--- config.mk ---
export PLATFORM = sky130hd
export DESIGN_NAME = power_rail_sequencer
export DESIGN_NICKNAME = d
export VERILOG_FILES = /design/src/rtl/prs_pkg.sv /design/src/rtl/power_rail_sequencer.sv /design/src/rtl/prs_rail_unit.sv
export SDC_FILE = /design/constraint.sdc
export NUM_CORES = 1
export LEC_CHECK = 0
export ABC_CLOCK_PERIOD_IN_PS = 11000
export BUFFER_PORTS_ARGS = -buffer_cell sky130_fd_sc_hd__buf_2
export CAP_MARGIN = 10
export CELL_PAD_IN_SITES_DETAIL_PLACEMENT = 0
export CELL_PAD_IN_SITES_GLOBAL_PLACEMENT = 1
export CORE_ASPECT_RATIO = 2
export CORE_MARGIN = 4
export CORE_UTILIZATION = 40
export DETAILED_ROUTE_END_ITERATION = 12
export HOLD_SLACK_MARGIN = 0.03
export PLACE_DENSITY = 0.69
export REMOVE_ABC_BUFFERS = 1
export SYNTH_ARGS = -nofsm -noshare
export SYNTH_HDL_FRONTEND = slang
export SYNTH_HIERARCHICAL = 1
export SYNTH_SLANG_ARGS = --single-unit
--- constraint.sdc ---
create_clock -name clock -period 11 [get_ports clock]
set_input_delay 1.65 -clock clock [delete_from_list [all_inputs] [get_ports clock]]
set_output_delay 1.65 -clock clock [all_outputs]
set_load 0.02 [all_outputs]
--- src/rtl/prs_pkg.sv ---
// ----------------------------------------------------------------------------
// prs_pkg
// Shared types and constants of the power rail sequencer.
// ----------------------------------------------------------------------------
package prs_pkg;

   localparam int COUNTER_WIDTH_DEF = 16;
   localparam int RAIL_COUNT        = 4;
   localparam int RAIL_W            = $clog2(RAIL_COUNT);
   localparam int CFG_W             = 16;
   localparam int CSR_IDX_W         = 4;

   localparam logic [RAIL_W-1:0] RAIL_MAIN     = RAIL_W'(0);
   localparam logic [RAIL_W-1:0] RAIL_ISOLATED = RAIL_W'(1);
   localparam logic [RAIL_W-1:0] RAIL_SWITCH1  = RAIL_W'(2);
   localparam logic [RAIL_W-1:0] LAST_RAIL     = RAIL_W'(RAIL_COUNT - 1);

   // register indexes
   localparam logic [CSR_IDX_W-1:0] CSR_SETTLE_WINDOW = CSR_IDX_W'(0);
   localparam logic [CSR_IDX_W-1:0] CSR_READY_DEBOUNCE = CSR_IDX_W'(1);
   localparam logic [CSR_IDX_W-1:0] CSR_LOSS_DEBOUNCE = CSR_IDX_W'(2);
   localparam logic [CSR_IDX_W-1:0] CSR_TIMEOUT_MAIN = CSR_IDX_W'(3);
   localparam logic [CSR_IDX_W-1:0] CSR_TIMEOUT_ISOLATED = CSR_IDX_W'(4);
   localparam logic [CSR_IDX_W-1:0] CSR_TIMEOUT_SWITCH = CSR_IDX_W'(5);
   localparam logic [CSR_IDX_W-1:0] CSR_AUX_PRESENT = CSR_IDX_W'(6);
   localparam logic [CSR_IDX_W-1:0] CSR_SWITCH_ON_MAX = CSR_IDX_W'(7);

   // register reset values
   localparam logic [CFG_W-1:0] SETTLE_WINDOW_RST    = CFG_W'(10);
   localparam logic [CFG_W-1:0] READY_DEBOUNCE_RST   = CFG_W'(20);
   localparam logic [CFG_W-1:0] LOSS_DEBOUNCE_RST    = CFG_W'(20);
   localparam logic [CFG_W-1:0] TIMEOUT_MAIN_RST     = CFG_W'(500);
   localparam logic [CFG_W-1:0] TIMEOUT_ISOLATED_RST = CFG_W'(500);
   localparam logic [CFG_W-1:0] TIMEOUT_SWITCH_RST   = CFG_W'(200);
   localparam logic [CFG_W-1:0] AUX_PRESENT_RST      = CFG_W'(18000);
   localparam logic [CFG_W-1:0] SWITCH_ON_MAX_RST    = CFG_W'(2000);

   localparam logic [RAIL_COUNT-1:0] ALL_RAILS = '1;

   typedef enum logic [2:0] {
      OP_TICK    = 3'd0,
      OP_REQUEST = 3'd1,
      OP_FORCE   = 3'd2,
      OP_CLEAR   = 3'd3,
      OP_ESTOP   = 3'd4
   } op_type;

   typedef enum logic [3:0] {
      PH_OFF      = 4'b0001,
      PH_ENABLING = 4'b0010,
      PH_ON       = 4'b0100,
      PH_LATCHED  = 4'b1000
   } phase_type;

   typedef struct packed {
      op_type          op;
      logic            chosen;
      logic            pre;
      logic            good;
      logic            desired;
      logic            latched;
      phase_type       phase;
      logic [CFG_W-1:0] elapsed;
      logic [CFG_W-1:0] timeout_lim;
   } rail_ctl_type;

   typedef struct packed {
      phase_type phase;
      logic      desired;
      logic      latched;
   } rail_res_type;

endpackage

--- src/rtl/power_rail_sequencer.sv ---
// ----------------------------------------------------------------------------
// power_rail_sequencer
// Supervisor and sequencer for four dependent power rails.
// ----------------------------------------------------------------------------
// Each request steps through the rails in order 0 to 3, one rail at a time:
// the rail's four timing counters live in one counter memory entry that is
// read ahead, updated and written back, so the memory port sets the rate.
// A new request is taken in the cycle the last rail of the previous one
// completes; the result sits in an output register while the next request
// runs. A stalled result holds the last rail step. The counter memory needs
// no clearing after reset: a rail's counters are zeroed whenever it enters
// the enabling or on phase, the only phases that use them.
module power_rail_sequencer
   import prs_pkg::*;
#(
   parameter int COUNTER_WIDTH = COUNTER_WIDTH_DEF
) (
   input  logic                    clock,
   input  logic                    reset,
   input  logic                    req_valid,
   output logic                    req_stall,
   input  logic [2:0]              req_operation,
   input  logic [RAIL_COUNT-1:0]   req_rail_mask,
   input  logic [CFG_W-1:0]        req_elapsed_ms,
   input  logic                    req_volt_valid,
   input  logic [CFG_W-1:0]        req_aux_mv,
   input  logic [CFG_W-1:0]        req_switch1_mv,
   input  logic [CFG_W-1:0]        req_switch2_mv,
   input  logic                    req_main_pgood,
   input  logic                    req_isolated_pgood,
   output logic                    rsp_valid,
   input  logic                    rsp_stall,
   output logic [RAIL_COUNT-1:0]   rsp_drive_mask,
   output logic [RAIL_COUNT-1:0]   rsp_on_mask,
   output logic [RAIL_COUNT-1:0]   rsp_fault_mask,
   output logic [RAIL_COUNT-1:0]   rsp_wanted_mask,
   input  logic                    csr_valid,
   output logic                    csr_ready,
   input  logic [CSR_IDX_W-1:0]    csr_index,
   input  logic [CFG_W-1:0]        csr_data
);

   localparam int CW  = COUNTER_WIDTH;
   localparam int MEM_W = 4 * CW;

   // configuration
   logic [CFG_W-1:0] settle_window_ff, ready_debounce_ff, loss_debounce_ff;
   logic [CFG_W-1:0] timeout_main_ff, timeout_isolated_ff, timeout_switch_ff;
   logic [CFG_W-1:0] aux_present_ff, switch_on_max_ff;

   // sequencer control
   logic                busy_ff, busy_in;
   logic [RAIL_W-1:0]   step_ff, step_in;
   logic                accept, advance, final_step, out_free;
   logic [RAIL_W-1:0]   rd_addr;

   // captured request
   op_type                item_op_ff;
   logic [RAIL_COUNT-1:0] item_mask_ff;
   logic [CFG_W-1:0]      item_dt_ff, item_aux_ff, item_sw1_ff, item_sw2_ff;
   logic                  item_volt_ff, item_pg_main_ff, item_pg_iso_ff, item_main_on_ff;

   // rail state
   phase_type             phase_ff [RAIL_COUNT];
   phase_type             phase_in [RAIL_COUNT];
   logic [RAIL_COUNT-1:0] desired_ff, desired_in, latched_ff, latched_in;

   // counter memory
   logic [MEM_W-1:0] cnt_mem [RAIL_COUNT];
   logic [MEM_W-1:0] rd_data_ff;
   logic [MEM_W-1:0] wr_data;

   // result register
   logic                  rsp_valid_ff;
   logic [RAIL_COUNT-1:0] drive_ff, on_ff, fault_ff, wanted_ff;
   logic [RAIL_COUNT-1:0] drive_in, on_in, latched_phase;

   rail_ctl_type     ctl;
   rail_res_type     res;
   logic [CW-1:0]    settle_nxt, timeout_nxt, stable_nxt, loss_nxt;

   assign csr_ready = 1'b1;

   always_ff @(posedge clock) begin
      if (reset) begin
         settle_window_ff    <= SETTLE_WINDOW_RST;
         ready_debounce_ff   <= READY_DEBOUNCE_RST;
         loss_debounce_ff    <= LOSS_DEBOUNCE_RST;
         timeout_main_ff     <= TIMEOUT_MAIN_RST;
         timeout_isolated_ff <= TIMEOUT_ISOLATED_RST;
         timeout_switch_ff   <= TIMEOUT_SWITCH_RST;
         aux_present_ff      <= AUX_PRESENT_RST;
         switch_on_max_ff    <= SWITCH_ON_MAX_RST;
      end else if (csr_valid && csr_ready) begin
         case (csr_index)
            CSR_SETTLE_WINDOW:    settle_window_ff    <= csr_data;
            CSR_READY_DEBOUNCE:   ready_debounce_ff   <= csr_data;
            CSR_LOSS_DEBOUNCE:    loss_debounce_ff    <= csr_data;
            CSR_TIMEOUT_MAIN:     timeout_main_ff     <= csr_data;
            CSR_TIMEOUT_ISOLATED: timeout_isolated_ff <= csr_data;
            CSR_TIMEOUT_SWITCH:   timeout_switch_ff   <= csr_data;
            CSR_AUX_PRESENT:      aux_present_ff      <= csr_data;
            CSR_SWITCH_ON_MAX:    switch_on_max_ff    <= csr_data;
            default: begin
            end
         endcase
      end
   end

   // handshake and step sequencing
   assign out_free   = !rsp_valid_ff || !rsp_stall;
   assign advance    = busy_ff && ((step_ff != LAST_RAIL) || out_free);
   assign final_step = advance && (step_ff == LAST_RAIL);
   assign req_stall  = busy_ff && !final_step;
   assign accept     = req_valid && !req_stall;

   always_comb begin
      if (accept) begin
         step_in = '0;
         busy_in = 1'b1;
      end else if (advance) begin
         step_in = step_ff + RAIL_W'(1);
         busy_in = !final_step;
      end else begin
         step_in = step_ff;
         busy_in = busy_ff;
      end
      rd_addr = step_in;
   end

   always_ff @(posedge clock) begin
      if (reset) begin
         busy_ff <= 1'b0;
         step_ff <= '0;
      end else begin
         busy_ff <= busy_in;
         step_ff <= step_in;
      end
   end

   always_ff @(posedge clock) begin
      if (accept) begin
         item_op_ff      <= op_type'(req_operation);
         item_mask_ff    <= req_rail_mask;
         item_dt_ff      <= req_elapsed_ms;
         item_volt_ff    <= req_volt_valid;
         item_aux_ff     <= req_aux_mv;
         item_sw1_ff     <= req_switch1_mv;
         item_sw2_ff     <= req_switch2_mv;
         item_pg_main_ff <= req_main_pgood;
         item_pg_iso_ff  <= req_isolated_pgood;
         item_main_on_ff <= (phase_ff[RAIL_MAIN] == PH_ON);
      end
   end

   // counter memory: read one rail ahead, write back the rail just computed
   always_ff @(posedge clock) begin
      if (advance) begin
         cnt_mem[step_ff] <= wr_data;
      end
      rd_data_ff <= cnt_mem[rd_addr];
   end

   // per-rail inputs
   always_comb begin
      ctl.op       = item_op_ff;
      ctl.chosen   = item_mask_ff[step_ff];
      ctl.desired  = desired_ff[step_ff];
      ctl.latched  = latched_ff[step_ff];
      ctl.phase    = phase_ff[step_ff];
      ctl.elapsed  = item_dt_ff;
      case (step_ff)
         RAIL_MAIN: begin
            ctl.pre         = item_volt_ff && (item_aux_ff >= aux_present_ff);
            ctl.good        = item_pg_main_ff;
            ctl.timeout_lim = timeout_main_ff;
         end
         RAIL_ISOLATED: begin
            ctl.pre         = item_main_on_ff;
            ctl.good        = item_pg_iso_ff;
            ctl.timeout_lim = timeout_isolated_ff;
         end
         RAIL_SWITCH1: begin
            ctl.pre         = item_main_on_ff && item_volt_ff;
            ctl.good        = item_volt_ff && (item_sw1_ff < switch_on_max_ff);
            ctl.timeout_lim = timeout_switch_ff;
         end
         default: begin
            ctl.pre         = item_main_on_ff && item_volt_ff;
            ctl.good        = item_volt_ff && (item_sw2_ff < switch_on_max_ff);
            ctl.timeout_lim = timeout_switch_ff;
         end
      endcase
   end

   prs_rail_unit #(
      .COUNTER_WIDTH (COUNTER_WIDTH)
   ) u_rail (
      .ctl            (ctl),
      .settle_window  (settle_window_ff),
      .ready_debounce (ready_debounce_ff),
      .loss_debounce  (loss_debounce_ff),
      .settle_cnt     (rd_data_ff[0*CW +: CW]),
      .timeout_cnt    (rd_data_ff[1*CW +: CW]),
      .stable_cnt     (rd_data_ff[2*CW +: CW]),
      .loss_cnt       (rd_data_ff[3*CW +: CW]),
      .res            (res),
      .settle_nxt     (settle_nxt),
      .timeout_nxt    (timeout_nxt),
      .stable_nxt     (stable_nxt),
      .loss_nxt       (loss_nxt)
   );

   assign wr_data = {loss_nxt, stable_nxt, timeout_nxt, settle_nxt};

   always_comb begin
      for (int r = 0; r < RAIL_COUNT; r++) begin
         phase_in[r] = phase_ff[r];
      end
      desired_in = desired_ff;
      latched_in = latched_ff;
      if (advance) begin
         phase_in[step_ff]   = res.phase;
         desired_in[step_ff] = res.desired;
         latched_in[step_ff] = res.latched;
      end
      for (int r = 0; r < RAIL_COUNT; r++) begin
         drive_in[r]      = (phase_in[r] == PH_ENABLING) || (phase_in[r] == PH_ON);
         on_in[r]         = (phase_in[r] == PH_ON);
         latched_phase[r] = (phase_ff[r] == PH_LATCHED);
      end
   end

   always_ff @(posedge clock) begin
      if (reset) begin
         for (int r = 0; r < RAIL_COUNT; r++) begin
            phase_ff[r] <= PH_OFF;
         end
         desired_ff <= ALL_RAILS;
         latched_ff <= '0;
      end else begin
         for (int r = 0; r < RAIL_COUNT; r++) begin
            phase_ff[r] <= phase_in[r];
         end
         desired_ff <= desired_in;
         latched_ff <= latched_in;
      end
   end

   // result register
   always_ff @(posedge clock) begin
      if (reset) begin
         rsp_valid_ff <= 1'b0;
      end else if (final_step) begin
         rsp_valid_ff <= 1'b1;
      end else if (!rsp_stall) begin
         rsp_valid_ff <= 1'b0;
      end
   end

   always_ff @(posedge clock) begin
      if (final_step) begin
         drive_ff  <= drive_in;
         on_ff     <= on_in;
         fault_ff  <= latched_in;
         wanted_ff <= desired_in;
      end
   end

   assign rsp_valid       = rsp_valid_ff;
   assign rsp_drive_mask  = drive_ff;
   assign rsp_on_mask     = on_ff;
   assign rsp_fault_mask  = fault_ff;
   assign rsp_wanted_mask = wanted_ff;

   // checks
   a_no_same_entry: assert property (@(posedge clock) disable iff (reset)
      advance |-> (rd_addr != step_ff))
      else $error("counter memory read and write hit the same rail");

   a_accept_starts: assert property (@(posedge clock) disable iff (reset)
      accept |=> (busy_ff && (step_ff == '0)))
      else $error("accepted request did not start at rail 0");

   a_rsp_after_last: assert property (@(posedge clock) disable iff (reset)
      $rose(rsp_valid_ff) |-> $past(final_step))
      else $error("result raised without a completed request");

   a_latched_phase: assert property (@(posedge clock) disable iff (reset)
      (latched_phase & ~latched_ff) == '0)
      else $error("rail in latched phase without its fault bit");

   a_masks_consistent: assert property (@(posedge clock) disable iff (reset)
      rsp_valid_ff |-> (((rsp_on_mask & ~rsp_drive_mask) == '0)
                        && ((rsp_drive_mask & rsp_fault_mask) == '0)))
      else $error("inconsistent drive, on and fault masks");

endmodule

--- src/rtl/prs_rail_unit.sv ---
// ----------------------------------------------------------------------------
// prs_rail_unit
// Next state of one rail: phase, desired and latched bits and its counters.
// ----------------------------------------------------------------------------
module prs_rail_unit
   import prs_pkg::*;
#(
   parameter int COUNTER_WIDTH = COUNTER_WIDTH_DEF
) (
   input  rail_ctl_type             ctl,
   input  logic [CFG_W-1:0]         settle_window,
   input  logic [CFG_W-1:0]         ready_debounce,
   input  logic [CFG_W-1:0]         loss_debounce,
   input  logic [COUNTER_WIDTH-1:0] settle_cnt,
   input  logic [COUNTER_WIDTH-1:0] timeout_cnt,
   input  logic [COUNTER_WIDTH-1:0] stable_cnt,
   input  logic [COUNTER_WIDTH-1:0] loss_cnt,
   output rail_res_type             res,
   output logic [COUNTER_WIDTH-1:0] settle_nxt,
   output logic [COUNTER_WIDTH-1:0] timeout_nxt,
   output logic [COUNTER_WIDTH-1:0] stable_nxt,
   output logic [COUNTER_WIDTH-1:0] loss_nxt
);

   localparam int SUM_W = ((COUNTER_WIDTH > CFG_W) ? COUNTER_WIDTH : CFG_W) + 1;
   localparam logic [SUM_W-1:0] CAP = SUM_W'({COUNTER_WIDTH{1'b1}});

   logic                     allowed;
   logic                     settling;
   logic [COUNTER_WIDTH-1:0] add_op;
   logic [SUM_W-1:0]         sum;
   logic [COUNTER_WIDTH-1:0] sat;
   logic [CFG_W-1:0]         thr;
   logic                     reached;

   // one shared saturating adder and threshold compare
   assign allowed  = ctl.desired && !ctl.latched;
   assign settling = SUM_W'(settle_cnt) < SUM_W'(settle_window);

   always_comb begin
      if (ctl.phase == PH_ON) begin
         add_op = loss_cnt;
         thr    = loss_debounce;
      end else if (settling) begin
         add_op = settle_cnt;
         thr    = ready_debounce;
      end else if (ctl.good) begin
         add_op = stable_cnt;
         thr    = ready_debounce;
      end else begin
         add_op = timeout_cnt;
         thr    = ctl.timeout_lim;
      end
   end

   assign sum     = SUM_W'(add_op) + SUM_W'(ctl.elapsed);
   assign sat     = (sum > CAP) ? COUNTER_WIDTH'(CAP) : COUNTER_WIDTH'(sum);
   assign reached = SUM_W'(sat) >= SUM_W'(thr);

   always_comb begin
      res.phase   = ctl.phase;
      res.desired = ctl.desired;
      res.latched = ctl.latched;
      settle_nxt  = settle_cnt;
      timeout_nxt = timeout_cnt;
      stable_nxt  = stable_cnt;
      loss_nxt    = loss_cnt;
      case (ctl.op)
         OP_TICK: begin
            case (ctl.phase)
               PH_OFF: begin
                  if (allowed && ctl.pre) begin
                     res.phase = PH_ENABLING;
                     settle_nxt = '0; timeout_nxt = '0; stable_nxt = '0; loss_nxt = '0;
                  end
               end
               PH_ENABLING: begin
                  if (!allowed) begin
                     res.phase = PH_OFF;
                     settle_nxt = '0; timeout_nxt = '0; stable_nxt = '0; loss_nxt = '0;
                  end else if (settling) begin
                     settle_nxt  = sat;
                     stable_nxt  = '0;
                     timeout_nxt = '0;
                  end else if (!ctl.pre) begin
                     stable_nxt = '0;
                  end else if (ctl.good) begin
                     stable_nxt = sat;
                     if (reached) begin
                        res.phase = PH_ON;
                        settle_nxt = '0; timeout_nxt = '0; stable_nxt = '0; loss_nxt = '0;
                     end
                  end else begin
                     stable_nxt  = '0;
                     timeout_nxt = sat;
                     if (reached) begin
                        res.phase   = PH_LATCHED;
                        res.latched = 1'b1;
                        settle_nxt = '0; timeout_nxt = '0; stable_nxt = '0; loss_nxt = '0;
                     end
                  end
               end
               PH_ON: begin
                  if (!allowed) begin
                     res.phase = PH_OFF;
                     settle_nxt = '0; timeout_nxt = '0; stable_nxt = '0; loss_nxt = '0;
                  end else if (ctl.good) begin
                     loss_nxt = '0;
                  end else begin
                     loss_nxt = sat;
                     if (reached) begin
                        res.phase   = PH_LATCHED;
                        res.latched = 1'b1;
                        settle_nxt = '0; timeout_nxt = '0; stable_nxt = '0; loss_nxt = '0;
                     end
                  end
               end
               default: begin
               end
            endcase
         end
         OP_REQUEST: begin
            res.desired = ctl.chosen;
            if (!ctl.chosen) begin
               res.latched = 1'b0;
               res.phase   = PH_OFF;
               settle_nxt = '0; timeout_nxt = '0; stable_nxt = '0; loss_nxt = '0;
            end
         end
         OP_FORCE: begin
            if (ctl.chosen) begin
               res.latched = 1'b1;
               res.phase   = PH_LATCHED;
               settle_nxt = '0; timeout_nxt = '0; stable_nxt = '0; loss_nxt = '0;
            end
         end
         OP_CLEAR: begin
            res.latched = 1'b0;
            if (ctl.phase == PH_LATCHED) begin
               res.phase = PH_OFF;
            end
         end
         OP_ESTOP: begin
            res.desired = 1'b0;
            res.phase   = PH_OFF;
            settle_nxt = '0; timeout_nxt = '0; stable_nxt = '0; loss_nxt = '0;
         end
         default: begin
         end
      endcase
   end

endmodule

# ---- Word-level counts from Yosys, hierarchy flattened
# Memories as Yosys holds them, arrays and structs flattened. A register that Yosys moved wholly into a read port is not among the register bits.
# Index checks and enable logic that the tools add are counted.
dict set report classes {
  add_sub_neg 2
  magnitude_cmp 10
  eq_ne 29
  muxes 113
  n_bitwise 5
  n_reduce_logical 35
}
# op count
set op_table {}
lappend op_table {{two-way mux 16 bit} 47}
lappend op_table {{case mux 16 bit (4 select lines)} 4}
lappend op_table {{case mux 16 bit (3 select lines)} 4}
lappend op_table {{two-way mux 4 bit} 19}
lappend op_table {{< comparator 16 bit} 3}
lappend op_table {{== test 4 x 3 -> 1 bit, second input constant} 10}
lappend op_table {{greater-or-equal comparator 16 bit} 2}
lappend op_table {{case mux 16 bit (2 select lines)} 1}
lappend op_table {{== test 4 x 2 -> 1 bit, second input constant} 7}
lappend op_table {{two-way mux 1 bit} 21}
lappend op_table {{case mux 4 bit (5 select lines)} 1}
lappend op_table {{adder 16 x 16 -> 17 bit} 1}
lappend op_table {{greater-than comparator 17 x 16 -> 1 bit, second input constant} 1}
lappend op_table {{bitwise mux 16 bit} 1}
lappend op_table {{AND reduction 2 bit} 8}
lappend op_table {{logical AND 1 bit} 12}
lappend op_table {{case mux 4 bit (3 select lines)} 1}
lappend op_table {{bitwise mux 4 bit} 2}
lappend op_table {{demux 4 bit (select 2 bit)} 1}
lappend op_table {{== test 4 x 1 -> 1 bit, second input constant} 2}
lappend op_table {{binary-select mux 1 bit (select 2 bit)} 3}
lappend op_table {{== test 3 x 2 -> 1 bit, second input constant} 2}
lappend op_table {{logical OR 1 bit} 6}
lappend op_table {{two-way mux 2 bit} 3}
lappend op_table {{other kinds (23)} 32}
dict set report totals {
  regBits 231
  mem_bits_rw 272
  out_inout_bits 19
  word_cells 223
  n_memories 2
}
# memory depth word_bits rd rd_clocked_by_memory_dff wr line_no
set memory_table {}
lappend memory_table {cnt_mem 4 64 1 1 1 power_rail_sequencer.sv:69} ;# logic [MEM_W-1:0] cnt_mem [RAIL_COUNT];
lappend memory_table {phase_ff 4 4 5 1 4 power_rail_sequencer.sv:64} ;# phase_type phase_ff [RAIL_COUNT];

# ---- Depth between registers and ports, before layout
# Gate-level depths: netlist of the first run.
dict set report logic_depth {
  ltp_word 21
  mapped_depth 34
  depth_no_buf 31
}

# ---- Hierarchy
# The synthesis of the first run kept the hierarchy.
# mod n_inst cells_per_inst area_each_um2
set modules_own_cells {}
lappend modules_own_cells {power_rail_sequencer 1 1588 21345.5}
lappend modules_own_cells {prs_rail_unit 1 586 3818.7}

# ---- Least setup slack after synthesis of the first run
# OpenSTA, ideal clock, no wires.
dict set report synth_timing {
  kind {reg2reg}
  startpoint {register step_ff[1]}
  endpoint {register drive_ff[3] (netlist: rsp_drive_mask[3]), data pin}
  setup_time_ns 0.167
  t_arrival_ns 7.509
  required_ns 10.833
  slack_ns 3.324
  path_stages_with_launch 33
  path_buffers 4
  cell_sequence {dfxtp_1 > buf_2 > inv_1 > ha_1 > clkbuf_1 > nor2_2 > nand2_1 > a2111oi_0 > o21ai_0 > o211ai_1 > buf_1 > clkbuf_1 > mux2i_1 > nor2_1 > a21oi_1 > o21ai_0 > ha_1 > a21oi_2 > a21boi_0 > a2111oi_2 > o31ai_1 > or3_1 > a21o_1 > ha_1 > a21o_1 > a21o_1 > a21o_1 > a221o_1 > o22a_1 > o21ai_0 > xor2_1 > nor2_1 > a211oi_1}
}
# item line_no
set synth_rtl {}
lappend synth_rtl {{start: declaration} power_rail_sequencer.sv:53} ;# logic [RAIL_W-1:0] step_ff, step_in;
lappend synth_rtl {{start signal: assignment} power_rail_sequencer.sv:137} ;# step_ff <= step_in;
lappend synth_rtl {{end signal: assignment} power_rail_sequencer.sv:263} ;# drive_ff <= drive_in;
lappend synth_rtl {{end: declaration} power_rail_sequencer.sv:75} ;# logic [RAIL_COUNT-1:0] drive_ff, on_ff, fault_ff, wanted_ff;

==> results of run 1 <==
## synth_stat cells, types with 7 or more instances
library cell  number
mux2i_1          210
a211oi_1          13
buf_4             23
xnor2_1            9
o2bb2ai_1         18
nand3b_1          32
dfxtp_1          220
nand3_1           19
inv_1             81
and3_1             8
nor2b_1            8
a211o_1           13
mux4_2             7
buf_2             20
nand2_1          398
nand2b_1           7
mux2_2             8
a31o_2            16
edfxtp_1         347
nand4_1            8
nor2_1            96
a21o_1            20
a22oi_1           18
a21oi_1          168
xor2_1             7
o21ai_0           77
nor3_1             9
a22o_1            32
buf_6             16
clkbuf_1          58
ha_1             100
## layout make-up
cell class	instances	area share (%)
inverter	86	1.17
tap	786	3.51
timing repair buffer	146	2.93
sequential	567	52.9
clock inverter	29	1.40
antenna	1	0.00893
clock buffer	62	4.74
multi-input combinational	1400	33.4
## routing by layer
metal  GRT usage [%]  part of all wire, %  vias to the layer above
li1                -                    -                     7971
met1            21.0                   38                     8070
met2            35.8                   54                      374
met3            2.20                  3.7                      131
met4            7.79                  4.2                        0
met5               0                    0                        -
## power breakdown
group / total, mW / internal, mW / switching, mW
combinational: 0.859 / 0.307 / 0.552
sequential: 2.44 / 2.38 / 0.0605
clock: 1.86 / 1.05 / 0.802
total: 5.15 / 3.74 / 1.41
## metrics by stage
step | instances | hold slack, ns
floorplan | 2053 | 0.427
global route | 3076 | 0.475
detailed placement | 2985 | 0.444
global placement | 2985 | 0.439
CTS | 3076 | 0.454
finish | 3077 | 0.456
## state kept, by name (all words and copies together), names as in the netlist, 4 cells and up
register	count
item_aux_ff	16
item_dt_ff	16
ready_debounce_ff	16
loss_debounce_ff	16
timeout_isolated_ff	16
item_sw2_ff	16
item_mask_ff	4
timeout_switch_ff	16
rsp_on_mask	4
rsp_wanted_mask	4
cnt_mem	256
aux_present_ff	16
desired_ff	4
latched_ff	4
rd_data_ff	64
rsp_fault_mask	4
rsp_drive_mask	4
phase_ff	16
switch_on_max_ff	16
item_sw1_ff	16
timeout_main_ff	16
settle_window_ff	16
## how the worst max path moves through the flow
stage,start,end,slack [ns]
4_1_cts,step_ff[0]$_SDFF_PP0_,rsp_drive_mask[3]$_DFFE_PP_,1.67
5_1_grt,step_ff[0]$_SDFF_PP0_,rsp_drive_mask[3]$_DFFE_PP_,1.12
3_3_place_gp,step_ff[0]$_SDFF_PP0_,rsp_drive_mask[2]$_DFFE_PP_,1.94
2_1_floorplan,step_ff[0]$_SDFF_PP0_,rsp_drive_mask[3]$_DFFE_PP_,1.90
6_report,step_ff[0]$_SDFF_PP0_,cnt_mem[3][8]$_DFFE_PP_,1.78
3_5_place_dp,step_ff[0]$_SDFF_PP0_,rsp_drive_mask[3]$_DFFE_PP_,1.74
## worst max-delay path, delay by kind of cell, from the launching register on
kind	cells	cell delay, ns
AO/OA/AOI/OAI	14	4.67
adder cells (fa/ha/maj)	3	1.05
buffers and inverters	5	1.27
flip-flops	1	0.70
multiplexers	1	0.20
AND/OR/NAND/NOR	6	1.04
## kinds of logic after synthesis
group,Yosys count,synth area share [%]
xor+xnor,16,0.557
simple gates,621,10.8
other cells,1,0.0149
compound gates,435,11.2
flops,567,58.9
mux,226,9.43
fa+ha+maj,101,5.05
buf+inv,207,4.01
## layout by cell type, fill, tap and decap left out, drive strengths merged, types with 9 or more instances in the layout
cell	n
a211o	13
a211oi	14
a21o	21
a21oi	169
a22o	32
a22oi	18
a31o	16
buf	146
clkbuf	62
clkinv	14
dfxtp	220
edfxtp	347
ha	100
inv	85
mux2i	211
nand2	398
nand3	19
nand3b	32
nor2	98
nor3	10
o21ai	79
o2bb2ai	18
xnor2	9
==> results.md, run 1 <==
* DR pass1 iterations at 5
* EDFF count, synth at 347
* Routed len/inst at 20.9 µm
* Clock-pin transition on the worst setup and hold timing paths at 0.07 ns
* Setup TNS Final at 0 ns
* Via count at 16500
* Clock Sinks at 567
* F_max at 0.108 GHz
* Row count at 129
* Slew Viols, Final at 0
* Syn Inst Count at 2174
* Endpoints failing hold at 0
* DP Area at 0.0263 mm²
* R2R cell count at 29
* Grt total ovfl at 0
* # hold bufs at CTS at 0
* Crit. End Element: register
* GRT Util Overall at 18.9%
* Final Core Density at 45.1%
* Pwr Total at 5.15 mW
* Port buffer count at 116
* Sequential cell area fraction in the yosys report at 58.9%
* Top cell type's share of synthesized area at 41.4%
* Layout Nets at 2451
* VDD IR max at 0.000131 V
* Multi-input logic area at 0.00935 mm²
* Cell area after synthesis at 0.0252 mm²
* FF+latch area at 0.0148 mm²
* RSZ-0062 raised after global routing: no
* Cells on Worst Hold Path at 2
* Critical path required time at 11.38 ns
* Most used flip-flop cell after synthesis: edfxtp_1
* CTS tree: built
* Slew @ Worst Pin at 1.22 ns
* Largest net degree at the start of global routing at 129
* Htree depth at 2
* CP most frequent cell: buf_4
* DR vias/cell at 5.38
* Skew-Pair Late Insertion Delay at 0.60 ns
* Synthesis Warnings at 6
* DRC at 0
* Synth top area cells: edfxtp_1, dfxtp_1, mux2i_1
* Static leakage at 10.7 nW
* Worst setup SP type: register
* Max Cap Viol at 0
* Setup WS post-layout at 1.78 ns
* Number of routed nets with antenna violations at 0
* Slowest cell on the critical path: o31a_1
* Relative slew margins at 18.7%
* Core Area at 0.0621 mm²
* Post-CTS sizing at 0
* Design area at 0.0280 mm²
* #FFs+latches synth at 567
* Crit Path Category: register to register
* Clock Path Buffers at 3
* Cell Pwr Density at 184 mW/mm²
* Yosys top cell by area: edfxtp_1
* Vias in the first global route at 17100
* Min-Delay Endpoint: timeout_main_ff[3]$_SDFFE_PP0P_
* First-pass GRT wire length at 98100 µm
* Area Growth Syn to Fin at 11.4%
* Worst reg2reg path startpoint: step_ff[0]$_SDFF_PP0_
* # fillers at 5606
* Clock skew at 0.0264 ns
* Die W at 185 µm
* 1st-iter DRT viols at 1012
* Ports at 118
* CTS buffer count at 50
* Outcome: completed
* Mean Syn Cell Area at 11.6 µm²
* Final worst path period share at 83.8%
* Highest net fanout along the worst path at 17
* Min Tclk post-route at 9.22 ns
* Hpwl dp at 44100 µm
* Synth unique cells at 80
* Reg2Reg Setup Slack at 1.78 ns
* Dpl ws at 1.74 ns
* WP data arrival at 9.60 ns
* Clk root buf: clkbuf_16
* Placer Congestion at 0.850
* Hold crit path type: register to register
* Die H at 363 µm
* Ys async rst share at 0%
* Die area at 0.0672 mm²
* Slowest cell delay on critical path at 0.82 ns
* Reg2reg end: cnt_mem[3][8]$_DFFE_PP_
* HP Start: timeout_main_ff[3]$_SDFFE_PP0P_
* Final setup vio count at 0
* Effective utilization at floorplan at 40.5%
* Setup bufs post-CTS at 0
* Initial antenna violation count at 2
* Routed Wire Length at 64200 µm
* Layout cells sized above 1 at 12.6%
(Power assumes the default switching activity.)
==> inputs of run 2 (changes only) <==
--- a/config.mk
+++ b/config.mk
@@ -5,7 +5,8 @@
 export SDC_FILE = /design/constraint.sdc
 export NUM_CORES = 1
 export LEC_CHECK = 0
-export ABC_CLOCK_PERIOD_IN_PS = 11000
+export ABC_AREA = 1
+export ABC_CLOCK_PERIOD_IN_PS = 8900
 export BUFFER_PORTS_ARGS = -buffer_cell sky130_fd_sc_hd__buf_2
 export CAP_MARGIN = 10
 export CELL_PAD_IN_SITES_DETAIL_PLACEMENT = 0
@@ -15,7 +16,7 @@
 export CORE_UTILIZATION = 40
 export DETAILED_ROUTE_END_ITERATION = 12
 export HOLD_SLACK_MARGIN = 0.03
-export PLACE_DENSITY = 0.69
+export PLACE_DENSITY = 0.72
 export REMOVE_ABC_BUFFERS = 1
 export SYNTH_ARGS = -nofsm -noshare
 export SYNTH_HDL_FRONTEND = slang
==> constraint.sdc (replaced) <==
create_clock -name clock -period 8.9 [get_ports clock]
set_input_delay 1.335 -clock clock [delete_from_list [all_inputs] [get_ports clock]]
set_output_delay 1.335 -clock clock [all_outputs]
set_load 0.02 [all_outputs]
==> results.md, run 2 <==
* VDD IR max at 0.000183 V
* Syn Inst Count at 3174
* DR vias/cell at 5.23
* Max Cap Viol at 0
* Crit. End Element: register
* R2R cell count at 39
* Static leakage at 12.8 nW
* Skew-Pair Late Insertion Delay at 0.62 ns
* Effective utilization at floorplan at 40.5%
* Synthesis Warnings at 6
* Highest net fanout along the worst path at 24
* Crit Path Category: register to register
* Max FFs per register at 256
* Register share of total power at 40.9%
* Cell area after synthesis at 0.0272 mm²
* First-pass GRT wire length at 131000 µm
* Die H at 377 µm
* Endpoints failing hold at 0
* GRT Util Overall at 23.7%
* Die area at 0.0724 mm²
* RSZ-0062 raised after global routing: no
* # hold bufs at CTS at 0
* Slew @ Worst Pin at 1.02 ns
* Top-count cell post-synth: nand2_1
* Hold crit path type: register to register
* Area Growth Syn to Fin at 11.3%
* Critical path required time at 9.36 ns
* Layout Nets at 3424
* #FFs+latches synth at 567
* XOR/XNOR share of the synthesized area at 0.285%
* Clock Sinks at 567
* Cells on Worst Hold Path at 2
* Ports at 118
* Min Tclk post-route at 8.03 ns
* Clock-pin transition on the worst setup and hold timing paths at 0.06 ns
* Most flop-heavy register: cnt_mem
* Number of routed nets with antenna violations at 0
* Worst setup SP type: register
* Outcome: completed
* Port buffer count at 116
* CP most frequent cell: nand2_1
* Setup WS post-layout at 0.868 ns
* WP data arrival at 8.50 ns
* Synth top area cells: edfxtp_1, dfxtp_1, nand2_1
* Relative slew margins at 31.8%
* CTS buffer count at 51
* Routed len/inst at 20.9 µm
* Die W at 192 µm
* Slowest cell delay on critical path at 0.63 ns
* Power share of the clock group at 30.7%
* Htree depth at 2
* CTS tree: built
* DR pass1 iterations at 6
* Dpl ws at 0.683 ns
* Reg2Reg Setup Slack at 0.87 ns
* Ys async rst share at 0%
* Cell Pwr Density at 254 mW/mm²
* Top cell type's share of synthesized area at 38.3%
* DRC at 0
* Psw at 2.73 mW
* FF+latch area at 0.0148 mm²
* Hpwl dp at 62300 µm
* Post-Synth Adder-Cell Area at 4.68%
* Row count at 134
* Regs by FF count: cnt_mem: 256 flops, rd_data_ff: 64 flops
* F_max at 0.125 GHz
* Core Area at 0.0671 mm²
* Pint at 4.94 mW
* Via count at 21700
* Post-Synth Simple-Gate Area at 19.2%
* Min-Delay Endpoint: timeout_main_ff[10]$_SDFFE_PP0P_
* Yosys top cell by area: edfxtp_1
* Mean Syn Cell Area at 8.56 µm²
* Largest net degree at the start of global routing at 121
* # fillers at 6589
* EDFF count, synth at 347
* Multi-input logic area at 0.0104 mm²
* Sequential cell area fraction in the yosys report at 54.5%
* Post-synth top cells: nand2_1, nor2_1, edfxtp_1, inv_1, o21ai_0
* Placer Congestion at 0.966
* Largest family of logic cells by synthesized area: simple AND/OR/NAND/NOR gates
* Setup bufs post-CTS at 0
* Vias in the first global route at 21700
* Slowest cell on the critical path: o21ai_0
* Post-CTS sizing at 0
* HP Start: timeout_main_ff[10]$_SDFFE_PP0P_
* Routed Wire Length at 86900 µm
* Sw Share at 35.7%
* N_diodes at 0
* Initial antenna violation count at 1
* Compound-Gate Fraction of Synth Area at 13.8%
* Post-synthesis mux area share at 0.295%
* Synth unique cells at 50
* Grt total ovfl at 0
* Final setup vio count at 0
* Layout cells sized above 1 at 8.91%
* Setup TNS Final at 0 ns
* Clock skew at 0.0266 ns
* Combinational group share of total power at 28.5%
* 1st-iter DRT viols at 1274
* Most frequent cells in the layout: nand2_1, nor2_1, edfxtp_1
* Clk root buf: clkbuf_16
* Most used flip-flop cell after synthesis: edfxtp_1
* Worst reg2reg path startpoint: step_ff[0]$_SDFF_PP0_
* Slew Viols, Final at 0
* Reg2reg end: rsp_drive_mask[1]$_DFFE_PP_
* Clock Path Buffers at 3
* Commonest non-fill, non-tap cell in the layout: nand2_1
* Final worst path period share at 90.2%
[run 2: cells by family after synthesis]
group / count (synthesis)
XOR/XNOR: 8
AO/OA/AOI/OAI: 713
flip-flops: 567
adder cells (fa/ha/maj): 101
AND/OR/NAND/NOR: 1299
buffers and inverters: 477
multiplexers: 8
other: 1
[run 2: worst max path at each step]
stage / from / slack, ns / end
after detailed placement: step_ff[0]$_SDFF_PP0_ / 0.68 / rsp_drive_mask[1]$_DFFE_PP_
after floorplan: step_ff[0]$_SDFF_PP0_ / 0.89 / rsp_drive_mask[0]$_DFFE_PP_
after global placement: step_ff[0]$_SDFF_PP0_ / 0.87 / rsp_drive_mask[1]$_DFFE_PP_
final: step_ff[0]$_SDFF_PP0_ / 0.87 / rsp_drive_mask[1]$_DFFE_PP_
after CTS: step_ff[0]$_SDFF_PP0_ / 0.61 / rsp_drive_mask[1]$_DFFE_PP_
after global routing: step_ff[0]$_SDFF_PP0_ / 0.15 / rsp_drive_mask[1]$_DFFE_PP_
[run 2: area by class of cell]
| type | count | area share [%] |
|---|---|---|
| repair buffers | 153 | 2.90 |
| flip-flops and latches | 567 | 49.0 |
| well taps | 884 | 3.66 |
| clock buffers | 62 | 4.56 |
| clock inverters | 33 | 1.34 |
| multi-input cells | 2130 | 34.5 |
| inverters | 321 | 4.00 |
[run 2: critical path: cells and delay by family, from the launching register on]
kind / cells / cell delay (ns)
AO/OA/AOI/OAI: 9 / 2.04
flip-flops: 1 / 0.44
buffers and inverters: 9 / 1.93
adder cells (fa/ha/maj): 2 / 0.81
AND/OR/NAND/NOR: 19 / 2.59
[run 2: stage by stage]
| step | hold slack [ns] | cell area, µm² | std cells | total power, mW | utilization [%] |
|---|---|---|---|---|---|
| 2_1_floorplan | 0.429 | 26400 | 3018 | 4.44 | - |
| 3_3_place_gp | 0.438 | 28400 | 4054 | 5.33 | 42.4 |
| 3_5_place_dp | 0.442 | 28400 | 4054 | 5.34 | 42.4 |
| 4_1_cts | 0.455 | 30200 | 4149 | 7.71 | 45.1 |
| 5_1_grt | 0.475 | 30200 | 4150 | 8.04 | 45.1 |
| 6_report | 0.455 | 30200 | 4150 | 7.67 | 45.1 |
[run 2: routing by layer]
layer,global-route usage (%),share of wire [%]
met3,2.54,3.5
met2,45.4,54
met1,24.2,35
met5,0,0
met4,14.4,7.3
[run 2: power by group through the flow]
stage | clock network (mW) | logic (mW) | registers, mW
2_1_floorplan | 0 | 1.31 | 3.13
3_3_place_gp | 0 | 2.14 | 3.19
3_5_place_dp | 0 | 2.16 | 3.19
4_1_cts | 2.41 | 2.17 | 3.13
5_1_grt | 2.51 | 2.39 | 3.14
6_report | 2.35 | 2.18 | 3.13
